**src/sv/tss_pkg.sv**
```systemverilog
// Package for the tridiagonal system solver: Q-format constants, sizes and
// saturating fixed-point helpers. No dependencies.
package tss_pkg;

	localparam int DataWidth = 32;
	localparam int DefMaxRows = 64;
	localparam int DefFracBits = 16;
	localparam int RowIdxWidth = 6;

	localparam logic signed [DataWidth-1:0] SatMax = 32'sh7fff_ffff;
	localparam logic signed [DataWidth-1:0] SatMin = 32'sh8000_0000;

	typedef logic signed [DataWidth-1:0] word_t;

	// Clamp a 66-bit signed value to 32 bits
	function automatic word_t sat_wide(input logic signed [65:0] v);
		if (v > 66'sd2147483647) begin
			return SatMax;
		end else if (v < -66'sd2147483648) begin
			return SatMin;
		end
		return v[DataWidth-1:0];
	endfunction

	// Exact difference, saturated
	function automatic word_t sat_sub(input word_t a, input word_t b);
		logic signed [DataWidth:0] d;
		d = {a[DataWidth-1], a} - {b[DataWidth-1], b};
		if (d[DataWidth] != d[DataWidth-1]) begin
			return d[DataWidth] ? SatMin : SatMax;
		end
		return d[DataWidth-1:0];
	endfunction

endpackage

```
**src/sv/tss_mul.sv**
```systemverilog
// Registered fixed-point multiply: floor((a*b) >> FRAC_BITS), saturated.
// Depends on tss_pkg.
module tss_mul #(
	parameter int FRAC_BITS = tss_pkg::DefFracBits
) (
	input  logic clk,
	input  tss_pkg::word_t a,
	input  tss_pkg::word_t b,
	output tss_pkg::word_t prod
);
	import tss_pkg::*;

	logic signed [2*DataWidth-1:0] prod_s1;
	logic signed [65:0] shifted;

	// Register the raw product
	always_ff @(posedge clk) begin
		prod_s1 <= a * b;
	end

	assign shifted = 66'(prod_s1 >>> FRAC_BITS);
	assign prod = sat_wide(shifted);

endmodule
```
**config.mk**
```make
export PLATFORM = sky130hd
export DESIGN_NAME = tss_mul
export DESIGN_NICKNAME = d
export VERILOG_FILES = /design/src/sv/tss_pkg.sv /design/src/sv/tss_mul.sv
export SDC_FILE = /design/constraint.sdc
export NUM_CORES = 2
export LEC_CHECK = 0
export ABC_AREA = 1
export BUFFER_PORTS_ARGS = -buffer_cell sky130_fd_sc_hd__buf_2
export CAP_MARGIN = 25
export CELL_PAD_IN_SITES_DETAIL_PLACEMENT = 1
export CELL_PAD_IN_SITES_GLOBAL_PLACEMENT = 1
export CORE_ASPECT_RATIO = 0.75
export CORE_MARGIN = 2
export CORE_UTILIZATION = 36
export CTS_CLUSTER_DIAMETER = 80
export DETAILED_ROUTE_END_ITERATION = 8
export GPL_ROUTABILITY_DRIVEN = 0
export PLACE_DENSITY_LB_ADDON = 0.15
export SKIP_LAST_GASP = 1
export SLEW_MARGIN = 20
export SYNTH_ARGS = -nofsm -noshare
export SYNTH_HDL_FRONTEND = slang
export SYNTH_SLANG_ARGS = --single-unit
export TNS_END_PERCENT = 10
```
**constraint.sdc**
```tcl
create_clock -name clk -period 26.1 [get_ports clk]
set_input_delay 5.22 -clock clk [delete_from_list [all_inputs] [get_ports clk]]
set_output_delay 5.22 -clock clk [all_outputs]
set_load 0.1 [all_outputs]
```
==> impl_metrics.toml <==
[die]
die-area_um2 = 112600
die_h_um = 291.1
die_w_um = 386.8
boundaryPins = 97
start_util_pct = 36.25
core-area_um2 = 109200
rows = 105

[detailed_routing]
dr_total_vias = 29690
drc_errors = 0
drtPass1Iterations = 5
dr.first_iter.drc_count = 1374
ant_nets = 0
routed_via_density = 4.610
routed_wirelength_um = 123400
wl_per_cell_um = 19.16

[clock_network]
postCtsSetupBuffers = 0
numCtsBuffers = 5
path_clk_slew_ns = 0.08
clock-root-buffer = "clkbuf_16"
tritoncts = "done"
clock_sinks = 48
cts_resized = 0
cts-htree-levels = 2
cts_hold_buf = 0
max-clock-path-buffers = 2

[synth]
synth_nets = 6390
synth_edf_count = 0
ys_seq_area_share_pct = 2.428
ys.flop_type = "dfxtp_1"
synth-seq-cells = 48
netlist_area_um2 = 39570
ys_warn_count = 0
syn-instance-count = 5064
async_flop_share_pct = 0
avgSynthCellArea_um2 = 7.814
ys_types = 31

[global_route]
grt_max_degree = 33
overflow = 0
grt_pass1_vias = 34310
antenna_found_initial = 4
grt_usage_pct = 23.15
grt_pass1_wl_um = 201700

[layout]
mostFrequentLayoutCell = "inv_1"
drive_above_1_share_pct = 3.164
biggestRegsByFlops = "prod_s1 (48)"
fillers = 13440
top_register = "prod_s1"
layout_common_cells = "inv_1, nand2_1, fa_1"
largest_register_ffs = 48
area_delta_synth_final_pct = 4.781
layout.nets = 6320

[setup_path]
critPathCaptureType = "flop"
start_kind = "input port"
cp.required_ns = 26.30
worstPathMaxFanout = 32
worstSetupPathType = "input port to flop"
critPathArrivalTime_ns = 13.11

[sta]
relSlewSlack_pct = 35.17
drv_slew = 0
final.period_utilization_pct = 49.44
hold_violations = 0
rsz0062_at_grt = "no"
worst_pin_slew_ns = 0.9725
setup_tns_ns = 0
max_freq_ghz = 0.07749
period_needed_ns = 12.90
setup_violations = 0

[run_status]
status = "finished, final reports clean"

[placement]
hpwl_um = 107000
io_buffers = 96

[hold_path]
min_path_type = "input port to flop"

[run]
drv_cap = 0
worst paths after layout:
check / start / to / depth (start not counted)
worst min-delay path: a[0] / prod_s1[47] / 10
worst max-delay path: a[31] / prod_s1[54] / 27
critical path, stage by stage:
cell and delay [ns]:
buf_2 0.52, nand2_1 0.25, inv_1 0.14, fa_1 0.41, inv_1 0.25, fa_1 0.47, inv_1 0.21, fa_1 0.53
fa_1 0.88, inv_1 0.41, fa_1 0.58, inv_1 0.06, fa_1 0.54, inv_1 0.05, fa_1 0.48, inv_1 0.05
fa_1 0.45, ha_1 0.40, nand2_1 0.15, nor2_1 0.20, inv_1 0.11, nor2_2 0.16, nand2_1 0.10, nor4_1 0.19
nand2_1 0.13, nand4_1 0.10, nand2_1 0.05
cells by family (layout without fill, tap and decap cells):
logic type / Yosys count / after routing / synth area share, %
and+or+nand+nor: 1734 / 1734 / 17.06
other: 0 / 3 / 0
AOI/OAI and AO/OA: 131 / 131 / 1.783
DFF: 48 / 48 / 2.428
buffers and inverters: 1858 / 1788 / 17.64
xor gates and xnor gates: 32 / 32 / 0.7083
adders and majority gates: 1261 / 1261 / 60.38
metrics by stage:
step / setup WS, ns / cell area (um^2) / utilization (%) / hold slack [ns] / std cells
CTS: 13.15 / 41450 / 37.97 / 6.106 / 6438
detailed placement: 12.83 / 41320 / 37.85 / 5.873 / 6431
global route: 12.52 / 41460 / 37.98 / 6.188 / 6440
global placement: 12.85 / 41310 / 37.84 / 5.868 / 6430
floorplan: 14.20 / 39570 / - / 5.733 / 5064
finish: 13.20 / 41460 / 37.98 / 6.103 / 6441
final cells by class:
class	count	area, um^2	area share (%)
timing repair buffer	122	679.4	1.639
clock inverter	2	12.51	0.03018
tap	1444	1807	4.358
multi-input combinational	3158	31640	76.32
antenna	3	7.507	0.01811
sequential	48	960.9	2.318
inverter	1659	6227	15.02
clock buffer	5	125.1	0.3018
per-layer routing:
metal  GRT usage, %  vias to the layer above  routed length (um)
li1               -                    13680                   -
met2          38.65                      404               57770
met3          2.363                       90                4255
met1          32.94                    15520               59020
met4          3.950                        2                2231
met5         0.6765                        -                 106
synth_stat cells, types with 8 or more instances:
cell / number / share of area [%]
a21oi_1: 77 / 0.97
clkbuf_1: 193 / 1.8
dfxtp_1: 48 / 2.4
fa_1: 1081 / 55
ha_1: 180 / 5.7
inv_1: 1656 / 16
nand2_1: 1473 / 14
nand3_1: 59 / 0.75
nand4_1: 17 / 0.27
nor2_1: 140 / 1.3
nor2_2: 8 / 0.13
nor4_1: 11 / 0.17
o21ai_0: 36 / 0.46
o21bai_1: 10 / 0.19
xor2_1: 26 / 0.58
Power is left out: the tool's default activity adds up to more than one toggle a clock period on the data nets, which glitch-free logic cannot reach.
