**config.mk**
```make
export PLATFORM = sky130hd
export DESIGN_NAME = tss_div
export DESIGN_NICKNAME = d
export VERILOG_FILES = /design/src/sv/tss_pkg.sv /design/src/sv/tss_div.sv
export SDC_FILE = /design/constraint.sdc
export NUM_CORES = 1
export LEC_CHECK = 0
export BUFFER_PORTS_ARGS = -buffer_cell sky130_fd_sc_hd__buf_2
export CORE_MARGIN = 5
export CORE_UTILIZATION = 54
export CTS_CLUSTER_SIZE = 24
export DETAILED_ROUTE_END_ITERATION = 10
export GPL_TIMING_DRIVEN = 1
export PLACE_DENSITY = 0.74
export RECOVER_POWER = 50
export SLEW_MARGIN = 20
export SYNTH_ARGS = -nofsm -noshare
export SYNTH_HDL_FRONTEND = slang
export SYNTH_SLANG_ARGS = --single-unit
```
**constraint.sdc**
```tcl
create_clock -name clk -period 10.27 [get_ports clk]
set_clock_uncertainty 0.2 [all_clocks]
set_input_delay 2.054 -clock clk [delete_from_list [all_inputs] [get_ports clk]]
set_output_delay 2.054 -clock clk [all_outputs]
set_load 0.03 [all_outputs]
```
**src/sv/tss_pkg.sv**
```systemverilog
// Package for the tridiagonal system solver: Q-format constants, sizes and
// saturating fixed-point helpers. No dependencies.
package tss_pkg;

	localparam int DataWidth = 32;
	localparam int DefMaxRows = 64;
	localparam int DefFracBits = 16;
	localparam int RowIdxWidth = 6;

	localparam logic signed [DataWidth-1:0] SatMax = 32'sh7fff_ffff;
	localparam logic signed [DataWidth-1:0] SatMin = 32'sh8000_0000;

	typedef logic signed [DataWidth-1:0] word_t;

	// Clamp a 66-bit signed value to 32 bits
	function automatic word_t sat_wide(input logic signed [65:0] v);
		if (v > 66'sd2147483647) begin
			return SatMax;
		end else if (v < -66'sd2147483648) begin
			return SatMin;
		end
		return v[DataWidth-1:0];
	endfunction

	// Exact difference, saturated
	function automatic word_t sat_sub(input word_t a, input word_t b);
		logic signed [DataWidth:0] d;
		d = {a[DataWidth-1], a} - {b[DataWidth-1], b};
		if (d[DataWidth] != d[DataWidth-1]) begin
			return d[DataWidth] ? SatMin : SatMax;
		end
		return d[DataWidth-1:0];
	endfunction

endpackage

```
**src/sv/tss_div.sv**
```systemverilog
// Radix-2 restoring divider: (num << FRAC_BITS) / den, truncated, saturated.
// Depends on tss_pkg.
module tss_div #(
	parameter int FRAC_BITS = tss_pkg::DefFracBits
) (
	input  logic clk,
	input  logic arst_n,
	input  logic start,
	input  tss_pkg::word_t num,
	input  tss_pkg::word_t den,
	output logic busy,
	output logic done,
	output tss_pkg::word_t quo
);
	import tss_pkg::*;

	localparam int NumW = DataWidth + FRAC_BITS;
	localparam int CntW = $clog2(NumW + 1);

	logic [NumW-1:0] dvd_q;
	logic [NumW-1:0] qt_q;
	logic [DataWidth:0] rem_q;
	logic [DataWidth-1:0] dvs_q;
	logic neg_q;
	logic zero_q;
	logic numz_q;
	logic [CntW-1:0] cnt_q;
	logic busy_q;
	logic done_q;

	logic [DataWidth:0] rem_sh;
	logic [DataWidth:0] rem_try;
	logic [DataWidth-1:0] num_abs;
	logic [DataWidth-1:0] den_abs;
	logic signed [65:0] qs;

	assign num_abs = num[DataWidth-1] ? DataWidth'(-num) : num;
	assign den_abs = den[DataWidth-1] ? DataWidth'(-den) : den;
	assign rem_sh = {rem_q[DataWidth-1:0], dvd_q[NumW-1]};
	assign rem_try = rem_sh - {1'b0, dvs_q};

	// Shift one quotient bit per cycle
	always_ff @(posedge clk or negedge arst_n) begin
		if (!arst_n) begin
			busy_q <= 1'b0;
			done_q <= 1'b0;
			cnt_q <= '0;
		end else begin
			done_q <= 1'b0;
			if (start) begin
				busy_q <= 1'b1;
				cnt_q <= CntW'(NumW);
			end else if (busy_q) begin
				cnt_q <= cnt_q - 1'b1;
				if (cnt_q == CntW'(1)) begin
					busy_q <= 1'b0;
					done_q <= 1'b1;
				end
			end
		end
	end

	always_ff @(posedge clk) begin
		if (start) begin
			dvd_q <= {num_abs, {FRAC_BITS{1'b0}}};
			dvs_q <= den_abs;
			rem_q <= '0;
			qt_q <= '0;
			neg_q <= num[DataWidth-1] ^ den[DataWidth-1];
			zero_q <= (den == '0);
			numz_q <= (num == '0);
		end else if (busy_q) begin
			dvd_q <= {dvd_q[NumW-2:0], 1'b0};
			if (!rem_try[DataWidth]) begin
				rem_q <= rem_try;
				qt_q <= {qt_q[NumW-2:0], 1'b1};
			end else begin
				rem_q <= rem_sh;
				qt_q <= {qt_q[NumW-2:0], 1'b0};
			end
		end
	end

	// Sign and saturate; a zero divisor yields all ones, which saturates by
	// the numerator sign, except zero over zero which gives zero
	assign qs = neg_q ? -$signed({{(66-NumW){1'b0}}, qt_q})
	                  : $signed({{(66-NumW){1'b0}}, qt_q});
	assign quo = (zero_q && numz_q) ? '0 : sat_wide(qs);
	assign busy = busy_q;
	assign done = done_q;

	property p_done_after_busy;
		@(posedge clk) disable iff (!arst_n) done_q |-> !busy_q;
	endproperty
	a_done_after_busy: assert property (p_done_after_busy) else $error("done while busy");

	property p_start_busy;
		@(posedge clk) disable iff (!arst_n) start |=> busy_q;
	endproperty
	a_start_busy: assert property (p_start_busy) else $error("start did not raise busy");

	property p_done_pulse;
		@(posedge clk) disable iff (!arst_n) done_q |=> !done_q;
	endproperty
	a_done_pulse: assert property (p_done_pulse) else $error("done longer than a cycle");

endmodule

```
==> results of run 1 <==
cells by family (layout without fill, tap and decap cells):
kind of cell,after synthesis,after routing,synth area share
and+or+nand+nor,375,375,0.177
AOI/OAI and AO/OA,298,298,0.188
DFF,155,155,0.368
buffers and inverters,128,196,0.0495
xor gates and xnor gates,123,123,0.104
muxes,69,69,0.0667
adders and majority gates,38,38,0.0466
placed cells by master (no fill, tap or decap), drive strengths merged, types with 4 or more instances in the layout:
cell and n:
a211oi 30, a21o 7, a21oi 86, a311oi 4, a31oi 7, and3 5
buf 98, clkbuf 35, dfrtp 8, dfxtp 80, edfxtp 67, ha 37
inv 60, mux2i 68, nand2 69, nand2b 10, nand3 21, nand4 9
nor2 144, nor2b 9, nor3 28, nor4 20, o211ai 4, o21a 10
o21ai 61, o31a 5, o31ai 31, o41ai 21, or2 8, or3 15
or4 19, xnor2 48, xor2 75
power breakdown:
part	total, uW	switching, uW	leakage (uW)	internal, uW
combinational	1490	937	0.00328	553
sequential	796	58.6	0.00141	738
clock	644	247	0.000310	397
total	2930	1240	0.00501	1690
final timing paths:
check	startpoint	to	slack (ns)
worst max-delay path	start	dvd_q[37]	2.51
worst min-delay path	rem_q[7]	rem_q[7]	0.30
worst max register to register	dvd_q[47]	rem_q[15]	5.77
worst min register to register	rem_q[7]	rem_q[7]	0.30
max in group asynchronous	arst_n	busy	8.19
min in group asynchronous	arst_n	cnt_q[5]	1.34
sequential cells by signal, indices dropped and copies added, names as in the netlist:
| register | cells |
|---|---|
| done | 1 |
| qt_q | 48 |
| busy | 1 |
| cnt_q | 6 |
| rem_q | 32 |
| neg_q | 1 |
| dvd_q | 32 |
| dvs_q | 32 |
| numz_q | 1 |
| zero_q | 1 |
tightest hold or removal path, delay by kind of cell, from the launching register on:
kind	cells	cell delay, ns
DFF	1	0.32
and+or+nand+nor	1	0.08
AOI/OAI and AO/OA	1	0.05
cell type report:
cell class	instances	area [um^2]
sequential	155	3820
inverter	58	218
clock inverter	5	38.8
fill	1596	7250
clock buffer	27	589
tap	260	325
timing repair buffer	106	533
multi-input combinational	903	6050
routing by layer:
layer	global-route usage	up-vias	share of wire
li1	-	4432	-
met1	0.283	3965	0.48
met2	0.324	215	0.46
met3	0.0387	33	0.048
met4	0.0517	0	0.013
met5	0	-	0
per-stage QoR:
step,total power [uW],worst slack (ns)
after floorplan,1980,4.28
after global placement,2260,4.02
after detailed placement,2280,3.87
after CTS,2940,3.41
after global routing,3120,1.82
final,2930,2.51
==> results.cfg, run 1 <==
[place]
dpl-instance-area_mm2 = 0.0110
dpl.hpwl_um = 15800
dp.cells = 1482
place_congestion = 0.902
port_buffers = 100

[power]
p_leak_uw = 0.00501
peakVddDrop_mv = 0.134
powerDensity_mw_per_mm2 = 253

[worst_setup_path]
arrival_ns = 7.57
path_cells = clkbuf_1, inv_1, nand2_1, clkbuf_1
path_depth = 4
cp_top_family = buffers and inverters
path_max_fanout = 77
critPathRequiredTime_ns = 10.08
worst_path_most_repeated_cell = clkbuf_1
endpoint_kind = flip-flop
worstSetupPathType = in2reg
cp_slowest_cell = clkbuf_1
worstPathBufferInverterCount = 3
cpPeakStageDelay_ns = 2.60
cp-start-kind = input port
ff2ff_path_depth = 12

[clock_tree]
cts_resized = 0
clk_latency_ns = 0.42
cts-root-buf = clkbuf_16
clkSlewWorstSetupHoldPaths_ns = 0.06
clock_path_buffers = 2
htreeDepth = 4
cts_hold_buf = 0
cts_tree = yes
cts_setup_buffers = 0
cts_buffers = 17
cts.sinks = 155

[timing]
fin_crit_ns = 7.76
tightest_slew_ns = 3.78
grt_setup_unrepaired = false
maxSlewViolCount = 113
whs_ns = 0.304
fmax_mhz = 129
max-slew-margin-rel = -1.52
tns_ns = 0
finalHoldViolations = 0
fin_crit_sh = 0.755
setup_viol_count_final = 0

[cells_and_area]
drive_gt1_frac = 0.121
synthToLayoutAreaGrowth_pct = 11.6
antennaDiodeCount = 0
fin_util = 0.615
fin_area_mm2 = 0.0116
finalNetCount = 1346
stdcell_count = 1514

[route]
post_drt_via_cell_ratio = 5.71
final_antenna_net_count = 0
drc_errors = 0
dr.pass1.iters = 7
num_vias = 8645
wl_per_cell_um = 15.0
drt-initial-drc-count = 525
wl_um = 22600

[floorplanning]
die_h_um = 149
die_x_um = 149
core_area_mm2 = 0.0188
core.rowCount = 50
io_pins = 101
floorplan.initialDensity = 0.551
die_area_mm2 = 0.0221

[status]
violations = max-capacitance violations, max-slew violations
outcome = finished, violations left

[min_path]
min_path_type = reg2reg
hold_depth = 2

[run]
max_cap_viol_count = 2

[synthesis]
syn_nets = 1291
synth_common_cells = 144 x nor2_1, 85 x a21oi_1, 80 x dfxtp_1, 75 x xor2_1, 69 x nand2_1
synth.distinct_cells = 73
synth_area_mm2 = 0.0104
synth.most_common_cell = nor2_1
syn_area_per_cell_um2 = 8.74
synth_top_area_cell = edfxtp_1
synthCells = 1186
seq_area_frac_synth = 0.368
yosys_warnings = 0
async_flop_share = 0.0516
synth_edf_count = 67
synth-seq-cells = 155
synth_top_area_frac = 0.194
ys.flop_type = dfxtp_1
synth_area_leaders = edfxtp_1 19%, dfxtp_1 15%, mux2i_1 6.6%

[global_route]
grt_pass1_vias = 7882
grt_max_degree = 101
track_usage = 0.202
gr-total-overflow = 0
antenna_found_initial = 0
grt_pass1_wl_um = 37800
(Power assumes the default switching activity.)
==> inputs of run 2 (changes only) <==
--- a/config.mk
+++ b/config.mk
@@ -11,7 +11,7 @@
 export CTS_CLUSTER_SIZE = 24
 export DETAILED_ROUTE_END_ITERATION = 10
 export GPL_TIMING_DRIVEN = 1
-export PLACE_DENSITY = 0.74
+export PLACE_DENSITY = 0.77
 export RECOVER_POWER = 50
 export SLEW_MARGIN = 20
 export SYNTH_ARGS = -nofsm -noshare
==> constraint.sdc (replaced) <==
create_clock -name clk -period 6.28 [get_ports clk]
set_clock_uncertainty 0.2 [all_clocks]
set_input_delay 1.256 -clock clk [delete_from_list [all_inputs] [get_ports clk]]
set_output_delay 1.256 -clock clk [all_outputs]
set_load 0.03 [all_outputs]
==> results.cfg, run 2 (synthesis results as in run 1) <==
[place]
dpl.hpwl_um = 16200
dp.cells = 1482
dp_slack_ns = 0.799
place_congestion = 0.891
dpl-instance-area_mm2 = 0.0110
port_buffers = 100

[clock_tree]
cts_hold_buf = 0
cts_buffers = 17
clk_latency_ns = 0.43
cts_resized = 0
cts_setup_buffers = 0
cts_tree = yes
cts.sinks = 155
cts-root-buf = clkbuf_16
htreeDepth = 4
clkSlewWorstSetupHoldPaths_ns = 0.06
clock_path_buffers = 2

[worst_setup_path]
cp_slowest_cell = o21ai_2
critPathRequiredTime_ns = 4.82
path_cells = or3_4, or4_1, or4_4, o41ai_1, xor2_1, a2111oi_0, and4b_1, o21ai_2, nor2_1, buf_2
path_max_fanout = 31
endpoint_kind = primary output
cpPeakStageDelay_ns = 0.80
arrival_ns = 4.48
ff2ff_path_depth = 11
cp-start-kind = flip-flop
worstSetupPathType = reg2out

[floorplanning]
die_h_um = 149
floorplan.initialDensity = 0.551
die_x_um = 149
core.rowCount = 50
core_area_mm2 = 0.0188
io_pins = 101
die_area_mm2 = 0.0221

[route]
routed.top_layer = met4
routedLengthMet1_um = 10800
num_vias = 8697
wl_met2_um = 10600
wl_met3_um = 1220
dr.pass1.iters = 5
drc_errors = 0
post_drt_via_cell_ratio = 5.74
final_antenna_net_count = 0
wl_um = 22900
drt-initial-drc-count = 565
wl_per_cell_um = 15.1

[power]
p_leak_uw = 0.00497
powerDensity_mw_per_mm2 = 409
p_clk_frac = 0.207
peakVddDrop_mv = 0.205
p_int_uw = 2690
swShare = 0.429
pwr-share-comb = 0.515
p_switching_uw = 2020
seq_power_share = 0.278

[timing]
setup_viol_count_final = 0
grt_setup_unrepaired = false
fin_crit_sh = 0.945
tns_ns = 0
fin_crit_ns = 5.93
finalHoldViolations = 0
fmax_mhz = 169
max-slew-margin-rel = -0.905
tightest_slew_ns = 2.86
maxSlewViolCount = 106
timing.final.ws_setup_ns = 0.347

[global_route]
grt_pass1_wl_um = 38600
grt_max_degree = 113
gr-total-overflow = 0
track_usage = 0.208
grt_pass1_vias = 8019
antenna_found_initial = 0

[min_path]
min_path_type = reg2reg
hold_depth = 2

[cells_and_area]
final_cell_mix = 144 x nor2_1, 90 x buf_2, 85 x a21oi_1, 80 x dfxtp_1, 75 x xor2_1
synthToLayoutAreaGrowth_pct = 11.1
final_common_cell = nor2_1
fin_area_mm2 = 0.0115
antennaDiodeCount = 0
finalNetCount = 1347
fillCellCount = 1622
regMostFlops = qt_q
largest_reg_flops = 48
stdcell_count = 1515
drive_gt1_frac = 0.116

[run]
max_cap_viol_count = 2

[status]
outcome = finished, violations left
violations = max-capacitance violations, max-slew violations
[run 2: power by group through the flow]
| stage | Clock, uW | Combinational, uW | Sequential, uW |
|---|---|---|---|
| final | 975 | 2430 | 1310 |
| after global routing | 1040 | 2670 | 1320 |
| after CTS | 998 | 2410 | 1310 |
| after detailed placement | 0 | 2400 | 1330 |
| after global placement | 0 | 2360 | 1320 |
| after floorplan | 0 | 1950 | 1290 |
[run 2: stage by stage]
step	power [uW]	hold WS, ns	util
2_1_floorplan	3240	0.272	-
3_3_place_gp	3680	0.293	0.582
3_5_place_dp	3730	0.295	0.582
4_1_cts	4720	0.305	0.611
5_1_grt	5030	0.318	0.612
6_report	4710	0.305	0.612
[run 2: final cells by class]
cell class                 count  area [um^2]  share of cell area
clock buffer                  26          490              0.0426
clock inverter                 6         62.6             0.00543
inverter                      58          218              0.0189
multi-input combinational    903         6050               0.525
sequential                   155         3810               0.331
tap                          260          325              0.0282
timing repair buffer         107          564              0.0490
[run 2: worst paths after layout]
path                                   to  slack [ns]  startpoint
max in group asynchronous        cnt_q[4]        5.02      arst_n
worst min-delay path            rem_q[23]        0.31   rem_q[22]
min in group asynchronous        cnt_q[5]        0.55      arst_n
worst max-delay path               quo[0]        0.35     qt_q[2]
worst max register to register  rem_q[30]        1.92   dvd_q[47]
worst min register to register  rem_q[23]        0.31   rem_q[22]
[run 2: critical path: cells and delay by family (launching register included)]
kind	cells	cell delay, ns
AOI/OAI and AO/OA	3	1.32
xor gates and xnor gates	1	0.17
buffers and inverters	1	0.22
DFF	1	0.37
and+or+nand+nor	5	1.97
[run 2: per-layer routing]
metal,vias up,track usage
met4,0,0.0582
met1,4003,0.296
met5,-,0
met2,225,0.328
met3,23,0.0366
li1,4446,-
==> inputs of run 3 (changes only) <==
--- a/config.mk
+++ b/config.mk
@@ -7,11 +7,11 @@
 export LEC_CHECK = 0
 export BUFFER_PORTS_ARGS = -buffer_cell sky130_fd_sc_hd__buf_2
 export CORE_MARGIN = 5
-export CORE_UTILIZATION = 54
+export CORE_UTILIZATION = 55
 export CTS_CLUSTER_SIZE = 24
 export DETAILED_ROUTE_END_ITERATION = 10
 export GPL_TIMING_DRIVEN = 1
-export PLACE_DENSITY = 0.77
+export PLACE_DENSITY = 0.78
 export RECOVER_POWER = 50
 export SLEW_MARGIN = 20
 export SYNTH_ARGS = -nofsm -noshare
==> results.cfg, run 3 (synthesis results as in run 1) <==
[status]
outcome = finished, violations left
violations = max-capacitance violations, max-slew violations

[global_route]
gr-total-overflow = 0
antenna_found_initial = 0
grt_max_degree = 105
grt_pass1_wl_um = 37300
track_usage = 0.202
grt_pass1_vias = 7956

[cells_and_area]
final_cell_mix = 144 x nor2_1, 93 x buf_2, 85 x a21oi_1, 80 x dfxtp_1, 75 x xor2_1
finalNetCount = 1347
fin_util = 0.620
largest_reg_flops = 48
antennaDiodeCount = 0
synthToLayoutAreaGrowth_pct = 11.5
fin_area_mm2 = 0.0116
final_common_cell = nor2_1
drive_gt1_frac = 0.121
regMostFlops = qt_q

[power]
seq_power_share = 0.271
p_leak_uw = 0.00500
peakVddDrop_mv = 0.207
powerDensity_mw_per_mm2 = 416
p_switching_uw = 2030
swShare = 0.422
pwr-share-comb = 0.505
p_int_uw = 2780
p_clk_frac = 0.224

[run]
max_cap_viol_count = 4

[worst_setup_path]
timing.reg2reg.setup_slack_ns = 1.24
endpoint_kind = primary output
setup.worst_path.end = quo[23]
path_cells = or3_4, or4_1, or4_4, or3_2, o31ai_1, nand4_1, or4_4, nand2b_4, a21oi_1, buf_2
cp-start-kind = flip-flop
worst_path_most_repeated_cell = or4_4
critPathRequiredTime_ns = 4.82
r2r_start = busy
ff2ff_path_depth = 3
worstSetupPathType = reg2out
arrival_ns = 4.37
cpPeakStageDelay_ns = 0.68
regToRegEndpoint = qt_q[30]
cp_slowest_cell = or4_4
worstSetupStartpoint = qt_q[2]
path_max_fanout = 30

[route]
num_vias = 8571
drc_errors = 0
drt-initial-drc-count = 518
post_drt_via_cell_ratio = 5.76
wl_met3_um = 1080
routed.top_layer = met4
wl_met2_um = 10200
wl_per_cell_um = 15.0
final_antenna_net_count = 0
wl_um = 22300
dr.pass1.iters = 5
routedLengthMet1_um = 10800

[timing]
fmax_mhz = 172
fin_crit_ns = 5.82
tns_ns = 0
setup_viol_count_final = 0
max-slew-margin-rel = -1.17
tightest_slew_ns = 3.25
grt_setup_unrepaired = false
whs_ns = 0.304
finalHoldViolations = 0
fin_crit_sh = 0.927
maxSlewViolCount = 222

[min_path]
min_path_type = reg2reg
hold_start = rem_q[17]

[place]
dpl.hpwl_um = 15700
port_buffers = 100
place_congestion = 0.893
dpl-instance-area_mm2 = 0.0109

[clock_tree]
cts_buffers = 17
clock_path_buffers = 2
clk_latency_ns = 0.42
cts_tree = yes
clkSlewWorstSetupHoldPaths_ns = 0.06
cts-root-buf = clkbuf_16
cts.sinks = 155
cts_setup_buffers = 0
htreeDepth = 4

[floorplanning]
floorplan.initialDensity = 0.556
die_h_um = 147
die_area_mm2 = 0.0217
io_pins = 101
core_area_mm2 = 0.0186
die_x_um = 147
core.rowCount = 50
run 3: cell count changes in the layout (fill, tap and decap cells not counted), sizes merged:
cell	delta
clkinvlp	+3
bufinv	+3
inv	+1
buf	+2
clkbuf	-11
clkinv	+2
run 3: worst min path at each step:
stage,end,cells past startpoint,slack [ns]
floorplan,rem_q[3],2,0.27
global placement,rem_q[11],2,0.29
detailed placement,rem_q[11],2,0.30
CTS,rem_q[11],2,0.30
global route,rem_q[7],2,0.32
finish,rem_q[17],2,0.30
run 3: per-stage QoR:
| step | std cells | setup WS, ns | total power, uW |
|---|---|---|---|
| after floorplan | 1186 | 1.09 | 3240 |
| final | 1489 | 0.457 | 4810 |
| after global placement | 1456 | 0.940 | 3680 |
| after CTS | 1488 | 0.355 | 4810 |
| after global routing | 1489 | 0.151 | 5110 |
| after detailed placement | 1456 | 0.803 | 3720 |
run 3: routing by layer:
metal | global-route usage | vias up
li1 | - | 4435
met1 | 0.280 | 3952
met3 | 0.0382 | 11
met4 | 0.0419 | 0
met2 | 0.334 | 173
met5 | 0 | -
run 3: power groups by stage:
stage                     registers, uW  clock network [uW]  logic, uW
after global routing               1320                1140       2650
after CTS                          1310                1090       2410
final                              1300                1080       2430
after floorplan                    1290                   0       1950
after global placement             1320                   0       2360
after detailed placement           1320                   0       2390
run 3: critical path: cells and delay by family, from the launching register on:
family          cells  cell delay (ns)
buf+inv             1             0.21
flops               1             0.36
simple gates        7             3.05
compound gates      2             0.31
run 3: timing repair:
action / in CTS / in global routing
resized for setup: 0 / 1
setup endpoints to repair: 0 / 1
hold buffers: 0 / 0
run 3: cell type report:
type	instances	area [um^2]
Clock buffer	17	425
Clock inverter	15	196
Fill cell	1623	7080
Inverter	58	218
Multi-Input combinational cell	903	6050
Sequential cell	155	3810
Tap cell	234	293
Timing Repair Buffer	107	564
